$ cat config.mk
export PLATFORM = sky130hd
export DESIGN_NAME = trapezoid_motion_profile_core_flat
export DESIGN_NICKNAME = d
export VERILOG_FILES = /design/src/rtl/core/tmp_pkg.sv /design/src/rtl/core/tmp_move_if.sv /design/src/rtl/core/tmp_status_if.sv /design/src/rtl/core/tmp_ctrl.sv /design/src/rtl/core/tmp_dp.sv /design/src/rtl/core/trapezoid_motion_profile_core.sv /design/src/flat_wrapper.sv
export SDC_FILE = /design/constraint.sdc
export NUM_CORES = 2
export LEC_CHECK = 0
export BUFFER_PORTS_ARGS = -buffer_cell sky130_fd_sc_hd__clkbuf_2
export CORE_MARGIN = 10
export CORE_UTILIZATION = 35
export CTS_CLUSTER_SIZE = 14
export DETAILED_ROUTE_END_ITERATION = 6
export GPL_ROUTABILITY_DRIVEN = 0
export PLACE_DENSITY = 0.58
export RECOVER_POWER = 100
export REMOVE_ABC_BUFFERS = 1
export SLEW_MARGIN = 40
export SYNTH_ARGS = -nofsm -noshare
export SYNTH_HDL_FRONTEND = slang
export SYNTH_HIERARCHICAL = 1
export SYNTH_SLANG_ARGS = --single-unit
$ cat constraint.sdc
create_clock -name clk -period 12.85 [get_ports clk]
set_input_delay 2.57 -clock clk [delete_from_list [all_inputs] [get_ports clk]]
set_output_delay 2.57 -clock clk [all_outputs]
set_load 0.005 [all_outputs]
$ cat src/rtl/core/tmp_pkg.sv
// Shared types and constants for the trapezoid motion profile core.
`timescale 1ns / 1ps

package tmp_pkg;

    localparam int FRAC_BITS = 8;

    // Field widths
    localparam int ACT_W   = 2;
    localparam int DIST_W  = 25;
    localparam int SPD_W   = 21;
    localparam int ACC_W   = 23;
    localparam int POS_W   = 32;
    localparam int PHASE_W = 2;
    localparam int DT_W    = 24;
    localparam int GOAL_W  = 24;
    localparam int ACCM_W  = 22;

    // Datapath widths
    localparam int MUL_A_W   = 25;
    localparam int MUL_B_W   = 24;
    localparam int PROD_W    = 49;
    localparam int SQ_W      = 41;
    localparam int REM_W     = 33;
    localparam int DV_W      = 22;
    localparam int SLEW_W    = 24;
    localparam int RND_SHIFT = 24;
    localparam int RND_W     = PROD_W - RND_SHIFT;

    // Configuration port
    localparam int CFG_ADDR_W = 3;
    localparam int CFG_DATA_W = 32;
    localparam logic CFG_IDX_TICK = 1'b0;

    localparam logic [DT_W-1:0]          DT_RESET    = 24'd33554;
    localparam logic [GOAL_W-1:0]        GOAL_MAX    = '1;
    localparam logic [SPD_W-2:0]         SPD_MAG_MAX = '1;
    localparam logic [ACCM_W-1:0]        ACC_MAG_MAX = '1;
    localparam logic [GOAL_W-1:0]        ONE_MAG     = GOAL_W'(2 ** FRAC_BITS);
    localparam logic [ACCM_W-1:0]        ACC_MIN     = ACCM_W'(2 ** FRAC_BITS);
    localparam logic signed [SPD_W-1:0]  CREEP       = SPD_W'(5 * (2 ** FRAC_BITS));
    localparam logic signed [REM_W-1:0]  FIN_THRESH  = REM_W'(2 ** (FRAC_BITS - 3));
    localparam logic [PROD_W-1:0]        RND_HALF    = PROD_W'(2 ** (RND_SHIFT - 1));
    localparam logic signed [POS_W-1:0]  POS_MAX     = {1'b0, {(POS_W-1){1'b1}}};
    localparam logic signed [POS_W-1:0]  POS_MIN     = {1'b1, {(POS_W-1){1'b0}}};

    typedef enum logic [PHASE_W-1:0] {
        PH_IDLE  = 2'd0,
        PH_ACCEL = 2'd1,
        PH_BRAKE = 2'd2,
        PH_DONE  = 2'd3
    } phase_t;

    typedef enum logic [ACT_W-1:0] {
        ACT_TICK  = 2'd0,
        ACT_START = 2'd1,
        ACT_RESET = 2'd2
    } act_t;

    typedef enum logic [3:0] {
        S_IDLE,
        S_EXEC,
        S_VSQ,
        S_ESQ,
        S_BRK,
        S_UPD,
        S_SLEW,
        S_PMUL,
        S_POS,
        S_OUT
    } state_t;

    typedef enum logic [2:0] {
        MS_ACCEL_DT,
        MS_SPEED_SQ,
        MS_END_SQ,
        MS_BRAKE,
        MS_SPEED_DT
    } mul_sel_t;

    typedef struct packed {
        logic     ld_in;
        logic     mul_en;
        mul_sel_t mul_sel;
        logic     ld_rem;
        logic     do_start;
        logic     do_clear;
        logic     ld_dv;
        logic     ld_vsq;
        logic     ld_diff;
        logic     brake_upd;
        logic     slew;
        logic     pos_upd;
        logic     ld_out;
    } dp_cmd_t;

    typedef struct packed {
        logic [ACT_W-1:0] act;
        phase_t           phase;
    } dp_stat_t;

endpackage

$ cat src/rtl/core/tmp_move_if.sv
// Input channel: one move command word per handshake.
`timescale 1ns / 1ps

interface tmp_move_if;
    logic                               valid;
    logic                               ready;
    logic [tmp_pkg::ACT_W-1:0]          action;
    logic signed [tmp_pkg::DIST_W-1:0]  distance;
    logic signed [tmp_pkg::SPD_W-1:0]   cruise_speed;
    logic signed [tmp_pkg::SPD_W-1:0]   exit_speed;
    logic signed [tmp_pkg::ACC_W-1:0]   acceleration;

    modport source (
        output valid, action, distance, cruise_speed, exit_speed, acceleration,
        input  ready
    );

    modport sink (
        input  valid, action, distance, cruise_speed, exit_speed, acceleration,
        output ready
    );
endinterface

$ cat src/rtl/core/tmp_status_if.sv
// Output channel: one profile status word per handshake.
`timescale 1ns / 1ps

interface tmp_status_if;
    logic                               valid;
    logic                               ready;
    logic signed [tmp_pkg::SPD_W-1:0]   speed;
    logic signed [tmp_pkg::POS_W-1:0]   position;
    logic [tmp_pkg::PHASE_W-1:0]        phase;
    logic                               finished;

    modport source (
        output valid, speed, position, phase, finished,
        input  ready
    );

    modport sink (
        input  valid, speed, position, phase, finished,
        output ready
    );
endinterface

$ cat src/rtl/core/tmp_ctrl.sv
// Sequencer for the motion profile: steps the datapath through one word.
`timescale 1ns / 1ps

module tmp_ctrl (
    input  logic               clk,
    input  logic               rst_n,
    input  logic               in_valid,
    output logic               in_ready,
    output logic               out_valid,
    input  logic               out_ready,
    input  tmp_pkg::dp_stat_t  stat,
    output tmp_pkg::dp_cmd_t   cmd
);

    tmp_pkg::state_t state_reg, state_next;
    logic            out_valid_reg, out_valid_next;

    always_ff @(posedge clk or negedge rst_n)
    begin
        if (!rst_n)
        begin
            state_reg     <= tmp_pkg::S_IDLE;
            out_valid_reg <= 1'b0;
        end
        else
        begin
            state_reg     <= state_next;
            out_valid_reg <= out_valid_next;
        end
    end

    // Next state
    always_comb
    begin
        state_next = state_reg;
        unique case (state_reg)
            tmp_pkg::S_IDLE:
            begin
                if (in_valid)
                    state_next = tmp_pkg::S_EXEC;
            end
            tmp_pkg::S_EXEC:
            begin
                if (stat.act == tmp_pkg::ACT_TICK && stat.phase != tmp_pkg::PH_IDLE)
                    state_next = tmp_pkg::S_VSQ;
                else
                    state_next = tmp_pkg::S_OUT;
            end
            tmp_pkg::S_VSQ:  state_next = tmp_pkg::S_ESQ;
            tmp_pkg::S_ESQ:  state_next = tmp_pkg::S_BRK;
            tmp_pkg::S_BRK:  state_next = tmp_pkg::S_UPD;
            tmp_pkg::S_UPD:  state_next = tmp_pkg::S_SLEW;
            tmp_pkg::S_SLEW: state_next = tmp_pkg::S_PMUL;
            tmp_pkg::S_PMUL: state_next = tmp_pkg::S_POS;
            tmp_pkg::S_POS:  state_next = tmp_pkg::S_OUT;
            tmp_pkg::S_OUT:
            begin
                if (!out_valid_reg || out_ready)
                    state_next = tmp_pkg::S_IDLE;
            end
            default: state_next = tmp_pkg::S_IDLE;
        endcase
    end

    // Commands
    always_comb
    begin
        cmd = '0;
        cmd.mul_sel = tmp_pkg::MS_ACCEL_DT;
        unique case (state_reg)
            tmp_pkg::S_IDLE:
            begin
                cmd.ld_in = in_valid;
            end
            tmp_pkg::S_EXEC:
            begin
                // a*dt and remaining distance are formed for every word; only ticks use them
                cmd.mul_en   = 1'b1;
                cmd.mul_sel  = tmp_pkg::MS_ACCEL_DT;
                cmd.ld_rem   = 1'b1;
                cmd.do_start = (stat.act == tmp_pkg::ACT_START);
                cmd.do_clear = (stat.act == tmp_pkg::ACT_RESET);
            end
            tmp_pkg::S_VSQ:
            begin
                cmd.ld_dv   = 1'b1;
                cmd.mul_en  = 1'b1;
                cmd.mul_sel = tmp_pkg::MS_SPEED_SQ;
            end
            tmp_pkg::S_ESQ:
            begin
                cmd.ld_vsq  = 1'b1;
                cmd.mul_en  = 1'b1;
                cmd.mul_sel = tmp_pkg::MS_END_SQ;
            end
            tmp_pkg::S_BRK:
            begin
                cmd.ld_diff = 1'b1;
                cmd.mul_en  = 1'b1;
                cmd.mul_sel = tmp_pkg::MS_BRAKE;
            end
            tmp_pkg::S_UPD:
            begin
                cmd.brake_upd = 1'b1;
            end
            tmp_pkg::S_SLEW:
            begin
                cmd.slew = 1'b1;
            end
            tmp_pkg::S_PMUL:
            begin
                cmd.mul_en  = 1'b1;
                cmd.mul_sel = tmp_pkg::MS_SPEED_DT;
            end
            tmp_pkg::S_POS:
            begin
                cmd.pos_upd = 1'b1;
            end
            tmp_pkg::S_OUT:
            begin
                cmd.ld_out = !out_valid_reg || out_ready;
            end
            default:
            begin
                cmd.ld_in = 1'b0;
            end
        endcase
    end

    always_comb
    begin
        if (cmd.ld_out)
            out_valid_next = 1'b1;
        else if (out_ready)
            out_valid_next = 1'b0;
        else
            out_valid_next = out_valid_reg;
    end

    assign in_ready  = (state_reg == tmp_pkg::S_IDLE);
    assign out_valid = out_valid_reg;

    // A finished word waits in S_OUT while the previous result is still held
    a_out_wait: assert property (@(posedge clk) disable iff (!rst_n)
        (state_reg == tmp_pkg::S_OUT && out_valid_reg && !out_ready)
        |=> (state_reg == tmp_pkg::S_OUT && out_valid_reg))
        else $error("sequencer left S_OUT while the output word was stalled");

endmodule

$ cat src/rtl/core/tmp_dp.sv
// Datapath for the motion profile: profile state, shared multiplier, output word.
`timescale 1ns / 1ps

module tmp_dp (
    input  logic                                clk,
    input  logic                                rst_n,
    input  tmp_pkg::dp_cmd_t                    cmd,
    output tmp_pkg::dp_stat_t                   stat,
    input  logic [tmp_pkg::DT_W-1:0]            tick_interval,
    input  logic [tmp_pkg::ACT_W-1:0]           action,
    input  logic signed [tmp_pkg::DIST_W-1:0]   distance,
    input  logic signed [tmp_pkg::SPD_W-1:0]    cruise_speed,
    input  logic signed [tmp_pkg::SPD_W-1:0]    exit_speed,
    input  logic signed [tmp_pkg::ACC_W-1:0]    acceleration,
    output logic signed [tmp_pkg::SPD_W-1:0]    speed,
    output logic signed [tmp_pkg::POS_W-1:0]    position,
    output logic [tmp_pkg::PHASE_W-1:0]         phase,
    output logic                                finished
);

    function automatic logic [tmp_pkg::RND_W-1:0] round_dt(
        input logic [tmp_pkg::PROD_W-1:0] p
    );
        logic [tmp_pkg::PROD_W-1:0] s;
        s = p + tmp_pkg::RND_HALF;
        return s[tmp_pkg::PROD_W-1:tmp_pkg::RND_SHIFT];
    endfunction

    // Captured input word
    logic [tmp_pkg::ACT_W-1:0]          act_reg;
    logic signed [tmp_pkg::DIST_W-1:0]  dist_reg;
    logic signed [tmp_pkg::SPD_W-1:0]   top_reg;
    logic signed [tmp_pkg::SPD_W-1:0]   fin_reg;
    logic signed [tmp_pkg::ACC_W-1:0]   acc_reg;

    // Profile state
    tmp_pkg::phase_t                    phase_reg, phase_next;
    logic signed [tmp_pkg::POS_W-1:0]   position_reg, position_next;
    logic signed [tmp_pkg::SPD_W-1:0]   speed_reg, speed_next;
    logic signed [tmp_pkg::SPD_W-1:0]   target_reg, target_next;
    logic signed [tmp_pkg::SPD_W-1:0]   end_reg, end_next;
    logic [tmp_pkg::GOAL_W-1:0]         goal_reg, goal_next;
    logic [tmp_pkg::ACCM_W-1:0]         accel_reg, accel_next;
    logic                               dir_neg_reg, dir_neg_next;

    // Tick scratch
    logic signed [tmp_pkg::REM_W-1:0]   rem_reg;
    logic [tmp_pkg::PROD_W-1:0]         prod_reg;
    logic [tmp_pkg::DV_W-1:0]           dv_reg;
    logic [tmp_pkg::SQ_W-1:0]           vsq_reg;

    // Output word
    logic signed [tmp_pkg::SPD_W-1:0]   speed_o_reg;
    logic signed [tmp_pkg::POS_W-1:0]   position_o_reg;
    tmp_pkg::phase_t                    phase_o_reg;

    // Start decode
    logic                               dist_neg;
    logic [tmp_pkg::DIST_W-1:0]         dist_abs;
    logic [tmp_pkg::GOAL_W-1:0]         dist_mag;
    logic                               short_move;
    logic signed [tmp_pkg::SPD_W-1:0]   fin_cap;
    logic [tmp_pkg::SPD_W-1:0]          top_abs, fin_abs;
    logic [tmp_pkg::SPD_W-2:0]          top_mag, fin_mag;
    logic signed [tmp_pkg::SPD_W-1:0]   top_pos, fin_pos;
    logic [tmp_pkg::ACC_W-1:0]          acc_abs;
    logic [tmp_pkg::ACCM_W-1:0]         acc_mag;

    // Tick logic
    logic [tmp_pkg::POS_W-1:0]          pos_abs;
    logic signed [tmp_pkg::REM_W-1:0]   rem_calc;
    logic [tmp_pkg::SPD_W-1:0]          spd_abs, end_abs;
    logic [tmp_pkg::ACCM_W-1:0]         a_eff;
    logic [tmp_pkg::MUL_A_W-1:0]        rem_p1, mul_a;
    logic [tmp_pkg::MUL_B_W-1:0]        two_a, mul_b;
    logic [tmp_pkg::PROD_W-1:0]         mul_p;
    logic [tmp_pkg::RND_W-1:0]          rnd_q;
    logic [tmp_pkg::SQ_W-1:0]           diff;
    logic                               brake_hit;
    logic signed [tmp_pkg::SPD_W-1:0]   brake_tgt;
    logic signed [tmp_pkg::SLEW_W-1:0]  sp_ext, dv_ext, tg_ext, slew_up, slew_dn;
    logic signed [tmp_pkg::SPD_W-1:0]   slew_v;
    logic [tmp_pkg::SPD_W-1:0]          pd;
    logic signed [tmp_pkg::REM_W-1:0]   delta, pos_sum;
    logic signed [tmp_pkg::POS_W-1:0]   pos_new;
    logic                               fin_hit;

    always_ff @(posedge clk)
    begin
        if (cmd.ld_in)
        begin
            act_reg  <= action;
            dist_reg <= distance;
            top_reg  <= cruise_speed;
            fin_reg  <= exit_speed;
            acc_reg  <= acceleration;
        end
    end

    // ---- start decode ----
    always_comb
    begin
        dist_neg   = dist_reg[tmp_pkg::DIST_W-1];
        dist_abs   = dist_neg ? tmp_pkg::DIST_W'(-dist_reg) : tmp_pkg::DIST_W'(dist_reg);
        dist_mag   = (dist_abs > tmp_pkg::DIST_W'(tmp_pkg::GOAL_MAX))
                     ? tmp_pkg::GOAL_MAX : dist_abs[tmp_pkg::GOAL_W-1:0];
        short_move = (dist_mag < tmp_pkg::ONE_MAG);

        // final speed is capped at top speed before magnitudes are taken
        fin_cap = (fin_reg > top_reg) ? top_reg : fin_reg;

        top_abs = top_reg[tmp_pkg::SPD_W-1] ? tmp_pkg::SPD_W'(-top_reg)
                                             : tmp_pkg::SPD_W'(top_reg);
        fin_abs = fin_cap[tmp_pkg::SPD_W-1] ? tmp_pkg::SPD_W'(-fin_cap)
                                             : tmp_pkg::SPD_W'(fin_cap);
        top_mag = top_abs[tmp_pkg::SPD_W-1] ? tmp_pkg::SPD_MAG_MAX
                                             : top_abs[tmp_pkg::SPD_W-2:0];
        fin_mag = fin_abs[tmp_pkg::SPD_W-1] ? tmp_pkg::SPD_MAG_MAX
                                             : fin_abs[tmp_pkg::SPD_W-2:0];
        top_pos = {1'b0, top_mag};
        fin_pos = {1'b0, fin_mag};

        acc_abs = acc_reg[tmp_pkg::ACC_W-1] ? tmp_pkg::ACC_W'(-acc_reg)
                                             : tmp_pkg::ACC_W'(acc_reg);
        acc_mag = acc_abs[tmp_pkg::ACC_W-1] ? tmp_pkg::ACC_MAG_MAX
                                             : acc_abs[tmp_pkg::ACCM_W-1:0];
    end

    // ---- tick arithmetic ----
    always_comb
    begin
        pos_abs  = position_reg[tmp_pkg::POS_W-1] ? tmp_pkg::POS_W'(-position_reg)
                                                   : tmp_pkg::POS_W'(position_reg);
        rem_calc = $signed(tmp_pkg::REM_W'(goal_reg)) - $signed(tmp_pkg::REM_W'(pos_abs));

        spd_abs = speed_reg[tmp_pkg::SPD_W-1] ? tmp_pkg::SPD_W'(-speed_reg)
                                               : tmp_pkg::SPD_W'(speed_reg);
        end_abs = end_reg[tmp_pkg::SPD_W-1] ? tmp_pkg::SPD_W'(-end_reg)
                                             : tmp_pkg::SPD_W'(end_reg);

        a_eff  = (accel_reg < tmp_pkg::ACC_MIN) ? tmp_pkg::ACC_MIN : accel_reg;
        // only meaningful when remaining distance is not negative
        rem_p1 = tmp_pkg::MUL_A_W'(rem_reg[tmp_pkg::GOAL_W-1:0]) + tmp_pkg::MUL_A_W'(1);
        two_a  = tmp_pkg::MUL_B_W'({a_eff, 1'b0});

        unique case (cmd.mul_sel)
            tmp_pkg::MS_ACCEL_DT:
            begin
                mul_a = tmp_pkg::MUL_A_W'(accel_reg);
                mul_b = tick_interval;
            end
            tmp_pkg::MS_SPEED_SQ:
            begin
                mul_a = tmp_pkg::MUL_A_W'(spd_abs);
                mul_b = tmp_pkg::MUL_B_W'(spd_abs);
            end
            tmp_pkg::MS_END_SQ:
            begin
                mul_a = tmp_pkg::MUL_A_W'(end_abs);
                mul_b = tmp_pkg::MUL_B_W'(end_abs);
            end
            tmp_pkg::MS_BRAKE:
            begin
                mul_a = rem_p1;
                mul_b = two_a;
            end
            tmp_pkg::MS_SPEED_DT:
            begin
                mul_a = tmp_pkg::MUL_A_W'(spd_abs);
                mul_b = tick_interval;
            end
            default:
            begin
                mul_a = '0;
                mul_b = '0;
            end
        endcase
        mul_p = tmp_pkg::PROD_W'(mul_a) * tmp_pkg::PROD_W'(mul_b);

        rnd_q = round_dt(prod_reg);

        diff = (vsq_reg >= prod_reg[tmp_pkg::SQ_W-1:0])
               ? vsq_reg - prod_reg[tmp_pkg::SQ_W-1:0]
               : prod_reg[tmp_pkg::SQ_W-1:0] - vsq_reg;

        // remaining < floor(d / 2a)  <=>  remaining < 0  or  (remaining + 1) * 2a <= d
        brake_hit = (phase_reg == tmp_pkg::PH_ACCEL)
                    && (rem_reg[tmp_pkg::REM_W-1]
                        || (prod_reg <= tmp_pkg::PROD_W'(vsq_reg)));
        if (end_reg == '0)
            brake_tgt = dir_neg_reg ? -tmp_pkg::CREEP : tmp_pkg::CREEP;
        else
            brake_tgt = end_reg;

        sp_ext  = tmp_pkg::SLEW_W'(speed_reg);
        tg_ext  = tmp_pkg::SLEW_W'(target_reg);
        dv_ext  = $signed(tmp_pkg::SLEW_W'(dv_reg));
        slew_up = sp_ext + dv_ext;
        slew_dn = sp_ext - dv_ext;
        if (speed_reg < target_reg)
            slew_v = (slew_up > tg_ext) ? target_reg : tmp_pkg::SPD_W'(slew_up);
        else if (speed_reg > target_reg)
            slew_v = (slew_dn < tg_ext) ? target_reg : tmp_pkg::SPD_W'(slew_dn);
        else
            slew_v = speed_reg;

        pd      = rnd_q[tmp_pkg::SPD_W-1:0];
        delta   = speed_reg[tmp_pkg::SPD_W-1] ? -$signed(tmp_pkg::REM_W'(pd))
                                               : $signed(tmp_pkg::REM_W'(pd));
        pos_sum = tmp_pkg::REM_W'(position_reg) + delta;
        if (pos_sum[tmp_pkg::REM_W-1] == pos_sum[tmp_pkg::POS_W-1])
            pos_new = pos_sum[tmp_pkg::POS_W-1:0];
        else if (pos_sum[tmp_pkg::REM_W-1])
            pos_new = tmp_pkg::POS_MIN;
        else
            pos_new = tmp_pkg::POS_MAX;

        fin_hit = (phase_reg != tmp_pkg::PH_DONE) && (rem_reg < tmp_pkg::FIN_THRESH);
    end

    // ---- state update ----
    always_comb
    begin
        phase_next    = phase_reg;
        position_next = position_reg;
        speed_next    = speed_reg;
        target_next   = target_reg;
        end_next      = end_reg;
        goal_next     = goal_reg;
        accel_next    = accel_reg;
        dir_neg_next  = dir_neg_reg;

        if (cmd.do_start)
        begin
            dir_neg_next = dist_neg;
            // short move only flags finished and records direction; the rest of the state is kept
            if (short_move)
                phase_next = tmp_pkg::PH_DONE;
            else
            begin
                position_next = '0;
                goal_next     = dist_mag;
                target_next   = dist_neg ? -top_pos : top_pos;
                end_next      = dist_neg ? -fin_pos : fin_pos;
                accel_next    = acc_mag;
                phase_next    = tmp_pkg::PH_ACCEL;
            end
        end

        if (cmd.do_clear)
        begin
            position_next = '0;
            speed_next    = '0;
            target_next   = '0;
            phase_next    = tmp_pkg::PH_IDLE;
        end

        if (cmd.brake_upd && brake_hit)
        begin
            phase_next  = tmp_pkg::PH_BRAKE;
            target_next = brake_tgt;
        end

        if (cmd.slew)
            speed_next = slew_v;

        if (cmd.pos_upd)
        begin
            position_next = pos_new;
            if (fin_hit)
            begin
                phase_next  = tmp_pkg::PH_DONE;
                target_next = end_reg;
            end
        end
    end

    always_ff @(posedge clk or negedge rst_n)
    begin
        if (!rst_n)
        begin
            phase_reg    <= tmp_pkg::PH_IDLE;
            position_reg <= '0;
            speed_reg    <= '0;
            target_reg   <= '0;
            end_reg      <= '0;
            goal_reg     <= '0;
            accel_reg    <= '0;
            dir_neg_reg  <= 1'b0;
        end
        else
        begin
            phase_reg    <= phase_next;
            position_reg <= position_next;
            speed_reg    <= speed_next;
            target_reg   <= target_next;
            end_reg      <= end_next;
            goal_reg     <= goal_next;
            accel_reg    <= accel_next;
            dir_neg_reg  <= dir_neg_next;
        end
    end

    always_ff @(posedge clk)
    begin
        if (cmd.ld_rem)
            rem_reg <= rem_calc;
        if (cmd.mul_en)
            prod_reg <= mul_p;
        if (cmd.ld_dv)
            dv_reg <= rnd_q[tmp_pkg::DV_W-1:0];
        if (cmd.ld_vsq)
            vsq_reg <= prod_reg[tmp_pkg::SQ_W-1:0];
        else if (cmd.ld_diff)
            vsq_reg <= diff;
        if (cmd.ld_out)
        begin
            speed_o_reg    <= speed_reg;
            position_o_reg <= position_reg;
            phase_o_reg    <= phase_reg;
        end
    end

    assign stat.act   = act_reg;
    assign stat.phase = phase_reg;

    assign speed    = speed_o_reg;
    assign position = position_o_reg;
    assign phase    = phase_o_reg;
    assign finished = (phase_o_reg == tmp_pkg::PH_DONE);

    a_done_no_brake: assert property (@(posedge clk) disable iff (!rst_n)
        (phase_reg == tmp_pkg::PH_DONE) |=> (phase_reg != tmp_pkg::PH_BRAKE))
        else $error("finished move switched to braking");

    a_idle_holds: assert property (@(posedge clk) disable iff (!rst_n)
        (phase_reg == tmp_pkg::PH_IDLE && !cmd.do_start) |=> (phase_reg == tmp_pkg::PH_IDLE))
        else $error("profile left idle without a start");

    a_slew_no_overshoot: assert property (@(posedge clk) disable iff (!rst_n)
        (cmd.slew && speed_reg < target_reg) |=> (speed_reg <= target_reg))
        else $error("speed overshot its target while ramping up");

endmodule

$ cat src/rtl/core/trapezoid_motion_profile_core.sv
// Top level of the trapezoid motion profile core.
`timescale 1ns / 1ps

// Trapezoidal move generator.
// move channel (valid/ready): one command word per handshake. action tick
// advances the profile by one loop period, start loads a new move
// (distance, top/final speed, acceleration), reset clears position, speed,
// target and phase. status channel (valid/ready): one word per command,
// carrying speed, position, phase and the finished flag after the update.
// tick_interval (loop period, Q0.24 seconds) sits at APB address 0; the
// user must write it only while no command is in flight, since the block
// itself does not enforce it. A tick on a running move forms a*dt and the
// remaining distance, then v^2, vf^2 and the braking product, updates the
// phase, slews the speed, forms v*dt and updates the position before the
// status word is loaded, using the one shared 25x24 multiplier five times
// per tick. Start, reset, idle ticks and unused actions skip these steps.
// Reset (rst_n low) puts the profile in idle with zero state and the
// loop period at its default. A command is accepted while the previous
// status word still waits; if the receiver stalls, the new word waits in
// the sequencer until the status register frees, and no further command
// is taken meanwhile.
module trapezoid_motion_profile_core (
    input  logic                                clk,
    input  logic                                rst_n,
    tmp_move_if.sink                            move,
    tmp_status_if.source                        status,
    input  logic                                psel,
    input  logic                                penable,
    input  logic                                pwrite,
    input  logic [tmp_pkg::CFG_ADDR_W-1:0]      paddr,
    input  logic [tmp_pkg::CFG_DATA_W-1:0]      pwdata,
    output logic [tmp_pkg::CFG_DATA_W-1:0]      prdata,
    output logic                                pready
);

    logic [tmp_pkg::DT_W-1:0] tick_reg;
    logic                     cfg_idx;
    logic                     cfg_wr;
    tmp_pkg::dp_cmd_t         cmd;
    tmp_pkg::dp_stat_t        stat;

    assign cfg_idx = paddr[tmp_pkg::CFG_ADDR_W-1];
    assign cfg_wr  = psel && penable && pwrite && (cfg_idx == tmp_pkg::CFG_IDX_TICK);
    assign pready  = 1'b1;
    assign prdata  = (cfg_idx == tmp_pkg::CFG_IDX_TICK)
                     ? tmp_pkg::CFG_DATA_W'(tick_reg) : '0;

    always_ff @(posedge clk or negedge rst_n)
    begin
        if (!rst_n)
            tick_reg <= tmp_pkg::DT_RESET;
        else if (cfg_wr)
            tick_reg <= pwdata[tmp_pkg::DT_W-1:0];
    end

    tmp_ctrl u_ctrl (
        .clk       (clk),
        .rst_n     (rst_n),
        .in_valid  (move.valid),
        .in_ready  (move.ready),
        .out_valid (status.valid),
        .out_ready (status.ready),
        .stat      (stat),
        .cmd       (cmd)
    );

    tmp_dp u_dp (
        .clk           (clk),
        .rst_n         (rst_n),
        .cmd           (cmd),
        .stat          (stat),
        .tick_interval (tick_reg),
        .action        (move.action),
        .distance      (move.distance),
        .cruise_speed  (move.cruise_speed),
        .exit_speed    (move.exit_speed),
        .acceleration  (move.acceleration),
        .speed         (status.speed),
        .position      (status.position),
        .phase         (status.phase),
        .finished      (status.finished)
    );

endmodule
$ cat src/flat_wrapper.sv
// flat-port wrapper written by rule: the top's interface ports become plain ports
module trapezoid_motion_profile_core_flat 
  (clk, rst_n, psel, penable, pwrite, paddr, pwdata, prdata, pready, move_valid, move_action, move_distance, move_cruise_speed, move_exit_speed, move_acceleration, move_ready, status_valid, status_speed, status_position, status_phase, status_finished, status_ready);
  tmp_move_if move_i ();
  tmp_status_if status_i ();
  input  logic clk;
  input  logic rst_n;
  input  logic psel;
  input  logic penable;
  input  logic pwrite;
  input  logic [tmp_pkg::CFG_ADDR_W-1:0] paddr;
  input  logic [tmp_pkg::CFG_DATA_W-1:0] pwdata;
  output logic [tmp_pkg::CFG_DATA_W-1:0] prdata;
  output logic pready;
  input wire logic [$bits(move_i.valid)-1:0] move_valid;
  input wire logic [$bits(move_i.action)-1:0] move_action;
  input wire logic [$bits(move_i.distance)-1:0] move_distance;
  input wire logic [$bits(move_i.cruise_speed)-1:0] move_cruise_speed;
  input wire logic [$bits(move_i.exit_speed)-1:0] move_exit_speed;
  input wire logic [$bits(move_i.acceleration)-1:0] move_acceleration;
  output wire logic [$bits(move_i.ready)-1:0] move_ready;
  output wire logic [$bits(status_i.valid)-1:0] status_valid;
  output wire logic [$bits(status_i.speed)-1:0] status_speed;
  output wire logic [$bits(status_i.position)-1:0] status_position;
  output wire logic [$bits(status_i.phase)-1:0] status_phase;
  output wire logic [$bits(status_i.finished)-1:0] status_finished;
  input wire logic [$bits(status_i.ready)-1:0] status_ready;
  assign move_i.valid = move_valid;
  assign move_i.action = move_action;
  assign move_i.distance = move_distance;
  assign move_i.cruise_speed = move_cruise_speed;
  assign move_i.exit_speed = move_exit_speed;
  assign move_i.acceleration = move_acceleration;
  assign move_ready = move_i.ready;
  assign status_valid = status_i.valid;
  assign status_speed = status_i.speed;
  assign status_position = status_i.position;
  assign status_phase = status_i.phase;
  assign status_finished = status_i.finished;
  assign status_i.ready = status_ready;
  trapezoid_motion_profile_core u_core (.clk(clk), .rst_n(rst_n), .move(move_i), .status(status_i), .psel(psel), .penable(penable), .pwrite(pwrite), .paddr(paddr), .pwdata(pwdata), .prdata(prdata), .pready(pready));
endmodule
Word-level counts from Yosys, hierarchy flattened
Index checks and enable logic that the tools add are counted.
{"block": "totals", "ff_bits": 465, "inputBits": 134}
{"block": "classes", "addsub": 18, "n_mul": 1, "magnitude_cmp": 11, "n_eq_ne": 23, "n_mux": 64, "bitwise_logic": 2, "n_reduce_logical": 25}
{"operator": "21-bit two-way mux", "count": 21}
{"operator": "32-bit two-way mux", "count": 7}
{"operator": "41-bit two-way mux", "count": 3}
{"operator": "25-bit one-hot mux with 4 select lines", "count": 1}
{"operator": "24-bit one-hot mux with 4 select lines", "count": 1}
{"operator": "21-bit negator", "count": 4}
{"operator": "41-bit subtractor", "count": 2}
{"operator": "49-bit by 41-bit <= comparator with 1-bit output", "count": 1}
{"operator": "25-bit by 24-bit multiplier with 49-bit output", "count": 1}
{"operator": "24-bit two-way mux", "count": 2}
{"operator": "46-bit by 24-bit adder with 46-bit output (second input constant)", "count": 1}
{"operator": "22-bit two-way mux", "count": 2}
{"operator": "21-bit greater-than comparator", "count": 2}
{"operator": "20-bit negator with 21-bit output", "count": 2}
{"operator": "41-bit greater-or-equal comparator", "count": 1}
{"operator": "20-bit two-way mux", "count": 2}
{"operator": "4-bit one-hot mux with 10 select lines", "count": 1}
{"operator": "32-bit by 33-bit adder with 33-bit output", "count": 1}
{"operator": "33-bit by 7-bit < comparator with 1-bit output (second input constant)", "count": 1}
{"operator": "33-bit two-way mux", "count": 1}
{"operator": "21-bit negator with 33-bit output", "count": 1}
{"operator": "24-bit by 32-bit subtractor with 33-bit output", "count": 1}
{"operator": "32-bit negator", "count": 1}
{"operator": "24-bit by 1-bit adder with 25-bit output (second input constant)", "count": 1}
{"operator": "42 further kinds", "count": 83}

Depth between registers and ports, before layout
{"block": "logic_depth", "ltp_word": 11, "ltp_mapped": 38}

Hierarchy
The synthesis kept the hierarchy.
{"module": "tmp_dp", "n_inst": 1, "cells_per_inst": 6336, "area_per_inst_um2": 54427.2, "seq_area_each_um2": 12371.9}
{"module": "trapezoid_motion_profile_core", "n_inst": 1, "cells_per_inst": 88, "area_per_inst_um2": 1233.7, "seq_area_each_um2": 606.8}
{"module": "tmp_ctrl", "n_inst": 1, "cells_per_inst": 56, "area_per_inst_um2": 439.2, "seq_area_each_um2": 125.1}

Worst setup path after synthesis
Ideal clock, no wire load.
{"block": "synth_path", "path_type": "reg2reg", "start": "register u_core/u_dp/end_reg[4] in the netlist's numbering", "end": "register u_core/u_dp/prod_reg[48] in the netlist's numbering (data pin)", "setup_time_ps": 260, "arrival_ps": 9103, "t_required_ps": 12590, "setup_slack_ps": 3487, "stages_incl_launch_ff": 32, "n_path_buf": 0, "cell_sequence": "dfrtp_1 or3_1 nor3_1 nand2_1 o41ai_1 xor2_1 nor2_1 a2111oi_0 nor2_1 fa_1 inv_1 fa_1 inv_1 fa_1 fa_1 fa_1 fa_1 inv_1 fa_1 inv_1 ha_1 a21o_1 a21o_1 a21o_1 a21oi_1 nor2_1 a211oi_1 o211ai_1 a41oi_1 o21ai_0 a31oi_1 xnor2_1"}
{"block": "synth_via", "elab_chain_cells": 4, "word_cells_on_any_way": 5, "cone_classes": "add/sub (1); mul (1); mux (3)"}
{"item": "from (decl)", "line_no": "tmp_dp.sv:41", "rtl": "logic signed [tmp_pkg::SPD_W-1:0] end_reg, end_next;"}
{"item": "from (signal assigned)", "line_no": "tmp_dp.sv:297", "rtl": "end_reg <= end_next;"}
{"item": "21-bit negator", "line_no": "tmp_dp.sv:138", "rtl": "end_abs = end_reg[tmp_pkg::SPD_W-1] ? tmp_pkg::SPD_W'(-end_reg)"}
{"item": "21-bit two-way mux (*)", "line_no": "tmp_dp.sv:138"}
{"item": "25-bit one-hot mux with 4 select lines / 24-bit one-hot mux with 4 select lines (equally long branches)", "line_no": "tmp_dp.sv:146", "rtl": "unique case (cmd.mul_sel)"}
{"item": "25-bit by 24-bit multiplier with 49-bit output (*)", "line_no": "tmp_dp.sv:178", "rtl": "mul_p = tmp_pkg::PROD_W'(mul_a) * tmp_pkg::PROD_W'(mul_b);"}
{"item": "named net u_core.u_dp.mul_p, one bit", "line_no": "tmp_dp.sv:76", "rtl": "logic [tmp_pkg::PROD_W-1:0] mul_p;"}
{"item": "to (signal assigned)", "line_no": "tmp_dp.sv:309", "rtl": "prod_reg <= mul_p;"}
{"item": "to (decl)", "line_no": "tmp_dp.sv:48", "rtl": "logic [tmp_pkg::PROD_W-1:0] prod_reg;"}
Mark *: on every way through the listed nets, which the timed path passes. The rest lies on a longest branch.
A chain may end at the register's enable or synchronous reset.

Worst setup path in the final report
{"block": "layout_path", "start": "register u_core/u_dp/speed_reg[20] in the netlist's numbering", "end": "register u_core/u_dp/prod_reg[48] in the netlist's numbering (data pin)"}
{"block": "layout_via", "elab_chain_cells": 4, "word_cells_on_any_way": 5, "cone_classes": "add/sub (1); mul (1); mux (3)"}
{"item": "from (decl)", "line_no": "tmp_dp.sv:39", "rtl": "logic signed [tmp_pkg::SPD_W-1:0] speed_reg, speed_next;"}
{"item": "from (signal assigned)", "line_no": "tmp_dp.sv:295", "rtl": "speed_reg <= speed_next;"}
{"item": "21-bit negator", "line_no": "tmp_dp.sv:136", "rtl": "spd_abs = speed_reg[tmp_pkg::SPD_W-1] ? tmp_pkg::SPD_W'(-speed_reg)"}
{"item": "21-bit two-way mux (*)", "line_no": "tmp_dp.sv:136"}
{"item": "25-bit one-hot mux with 4 select lines / 24-bit one-hot mux with 4 select lines (equally long branches)", "line_no": "tmp_dp.sv:146"}
{"item": "25-bit by 24-bit multiplier with 49-bit output (*)", "line_no": "tmp_dp.sv:178"}
{"item": "named net u_core.u_dp.mul_p, one bit", "line_no": "tmp_dp.sv:76"}
Marks and branches as above.

==> implementation parameters <==
Parameter                              Value

Logic synthesis
  Distinct cells, synth ... 97
  Cell type with the highest aggregate area in the netlist ... fa_1
  Synth async-reset ratio ... 0.3720
  Number of synthesized register bits ... 465
  Number of synthesized flops with an enable pin ... 292
  Most numerous cell in the Yosys netlist ... inv_1
  Cells taking the most area after synthesis ... fa_1, edfxtp_1, ha_1
  Mapped Area ... 56100 um^2
  Synthesized area divided by synthesized cell count ... 8.657 um^2
  Cells after synthesis ... 6480
  Most used DFF post-synth ... edfxtp_1
  Area fraction of the dominant cell type after synthesis ... 0.1820
  Post-synth top cells ... inv_1, nand2_1, fa_1
  Total number of yosys warnings ... 6
  Sequential-to-total area share from yosys stat ... 0.2336

Cells and area
  Area occupied by registers ... 13110 um^2
  Max FFs per register ... 64
  Fillcell total ... 16158
  Final net count ... 7659
  Area occupied by multi-input gates ... 38400 um^2
  Design area ... 61290 um^2
  Share of cells above drive strength 1 ... 0.06026
  Area growth from synthesis to layout ... 9.258%
  Antenna diode count ... 0

Routing
  Count of nets left with antenna violations after detail routing ... 0
  Via count ... 47396
  Remaining routing DRC violations ... 0
  Number of DRC markers in iteration 0 ... 4195
  DR pass1 iterations ... 6
  Met2 wirelength from detailed routing ... 81990 um
  Max Used Layer ... met4
  Amount of wire on met3 after detailed routing ... 13500 um
  WL/cell ... 21.17 um
  Average vias per placed instance ... 5.462
  Total length of routed wires ... 183700 um
  Met1 routed wirelength after detailed routing ... 76350 um

Global routing
  GR Util All Layers ... 0.2022
  Global-route wire length before repair ... 279500 um
  Gr ovfl total ... 0
  Largest net degree at the start of global routing ... 147
  Initial antenna violation count ... 2
  Number of global-route vias before repair ... 46525

Placement
  Count of input and output buffers ... 205
  Half-perimeter wire length after placement ... 146600 um
  Cell Area, Placed ... 59460 um^2
  DP Worst Slack ... 2.034 ns

Status
  Status ... finished with violations
  Failing checks ... max-capacitance violations, max-slew violations

CTS
  Post-CTS repair timing setup buffer count ... 0
  CTS tree ... done
  Clock insertion delay at the later pin of the skew report ... 0.71 ns
  Num CTS Buffers ... 58
  Number of clock sinks ... 465
  Buffer depth of the longest clock path ... 3
  CTS clk-pin slew, worst paths ... 0.06 ns
  Hold buffer count at cts ... 0
  H-tree depth ... 2
  Cell chosen for the clock root ... clkbuf_16
  Post-cts resize count ... 0

STA
  RSZ-0062 raised after global routing ... no
  Hold Violations, Final ... 0
  Achievable clock frequency ... 86.00 MHz
  Final max-slew violation count ... 755
  Worst slew margin relative to its limit ... -3.377
  Setup tns final ... 0 ns
  # setup viols final ... 0
  Final Worst Setup Slack ... 1.222 ns
  Actual transition at the worst max-transition pin ... 6.566 ns
  Clock period minus final worst setup slack ... 11.63 ns
  Share of the cycle needed by the critical path after routing ... 0.9049
  Final Skew ... 0.04779 ns

Floorplanning
  Die Y ... 420.4 um
  Die area ... 176700 um^2
  Horizontal die dimension ... 420.4 um
  Site row count ... 146
  Top-level port count ... 225
  Floorplan Core Area ... 158900 um^2
  Starting utilization of the core area ... 0.3530

Worst setup path
  Category of the worst setup path launch point ... flip-flop
  Class of the most critical setup path ... flip-flop to flip-flop
  Worst Path Required ... 13.26 ns
  CP Data Arrival Time ... 12.04 ns
  Maximum fanout along the worst path ... 48
  Most frequent CP cell ... fa_1
  Critical Path Slowest Stage Cell ... clkbuf_1
  Buffers plus inverters on the worst setup path ... 8
  Max incr delay on CP ... 1.91 ns
  Sort of element at the end of the critical path ... flip-flop
  Kind of cell adding the most delay to the critical path ... compound AO/OA/AOI/OAI gates

Hold path
  Classification of the worst-slack hold path ... flip-flop to flip-flop

Run
  Maximum capacitance violations ... 13
==> path summary, 6_finish.rpt <==
| path | slack (ns) | from | to | cells after the start |
|---|---|---|---|---|
| max | 1.22 | u_core/u_dp/speed_reg[20]$_DFFE_PN0P_ | u_core/u_dp/prod_reg[48]$_DFFE_PP_ | 32 |
| min | 0.48 | u_core/u_dp/goal_reg[20]$_DFFE_PN0P_ | u_core/u_dp/goal_reg[20]$_DFFE_PN0P_ | 2 |
| max reg2reg | 1.22 | u_core/u_dp/speed_reg[20]$_DFFE_PN0P_ | u_core/u_dp/prod_reg[48]$_DFFE_PP_ | 32 |
| min reg2reg | 0.48 | u_core/u_dp/goal_reg[20]$_DFFE_PN0P_ | u_core/u_dp/goal_reg[20]$_DFFE_PN0P_ | 2 |
| max in group asynchronous | 2.82 | rst_n | u_core/tick_reg[23]$_DFFE_PN0P_ | 2 |
| min in group asynchronous | 4.35 | rst_n | u_core/u_dp/goal_reg[22]$_DFFE_PN0P_ | 1 |
==> logic make-up (layout without fill, tap and decap cells) <==
family          Yosys count  count (layout)  synth area share
compound gates         1326            1326            0.1528
xor+xnor                398             398           0.06214
fa+ha+maj               969             969            0.2844
buf+inv                1211            1325           0.08350
flops                   465             465            0.2336
mux                      82              82           0.01675
other cells               4              15         0.0002676
simple gates           2025            2025            0.1666
==> cell usage in the layout (no fill, tap or decap), drive strengths merged, types with 39 or more instances in the layout <==
master,count
a211oi,41
a21o,88
a21oi,317
a31oi,40
and2,77
buf,86
clkbuf,284
dfrtp,168
edfxtp,292
fa,510
ha,459
inv,918
mux2i,47
nand2,802
nand2b,59
nand3,79
nand4,67
nor2,509
nor2b,70
nor3,114
nor4,40
o21a,39
o21ai,374
o21bai,52
o31ai,65
or3,66
xnor2,259
xor2,139
==> worst register-to-register path: cells and delay by family, from the launching register on <==
kind	cells	cell delay (ns)
and+or+nand+nor	1	0.13
xor gates and xnor gates	2	0.39
DFF	1	0.36
buffers and inverters	8	2.78
AOI/OAI and AO/OA	13	4.17
adders and majority gates	8	3.55
==> final cells by class <==
class	count	area share
Clock inverter	43	0.01059
Clock buffer	66	0.02450
Tap cell	2072	0.04230
Inverter	912	0.05585
Timing Repair Buffer	304	0.02639
Sequential cell	465	0.2138
Multi-Input combinational cell	4815	0.6266
==> metal layers <==
layer  vias to the layer above  global-route usage
li1                      21985                   -
met1                     22987              0.2628
met2                      1981              0.3225
met3                       443             0.03356
met4                         0              0.1053
met5                         -                   0
==> per-stage QoR <==
step	utilization	std cells	hold WS, ns
2_1_floorplan	-	6192	0.4525
3_3_place_gp	0.3738	8565	0.4758
3_5_place_dp	0.3741	8565	0.4728
4_1_cts	0.3877	8674	0.4898
5_1_grt	0.3857	8677	0.5127
6_report	0.3857	8677	0.4838
Power is not shown: default switching activity piles up to over one toggle a cycle in this logic, so the estimate is an artifact.
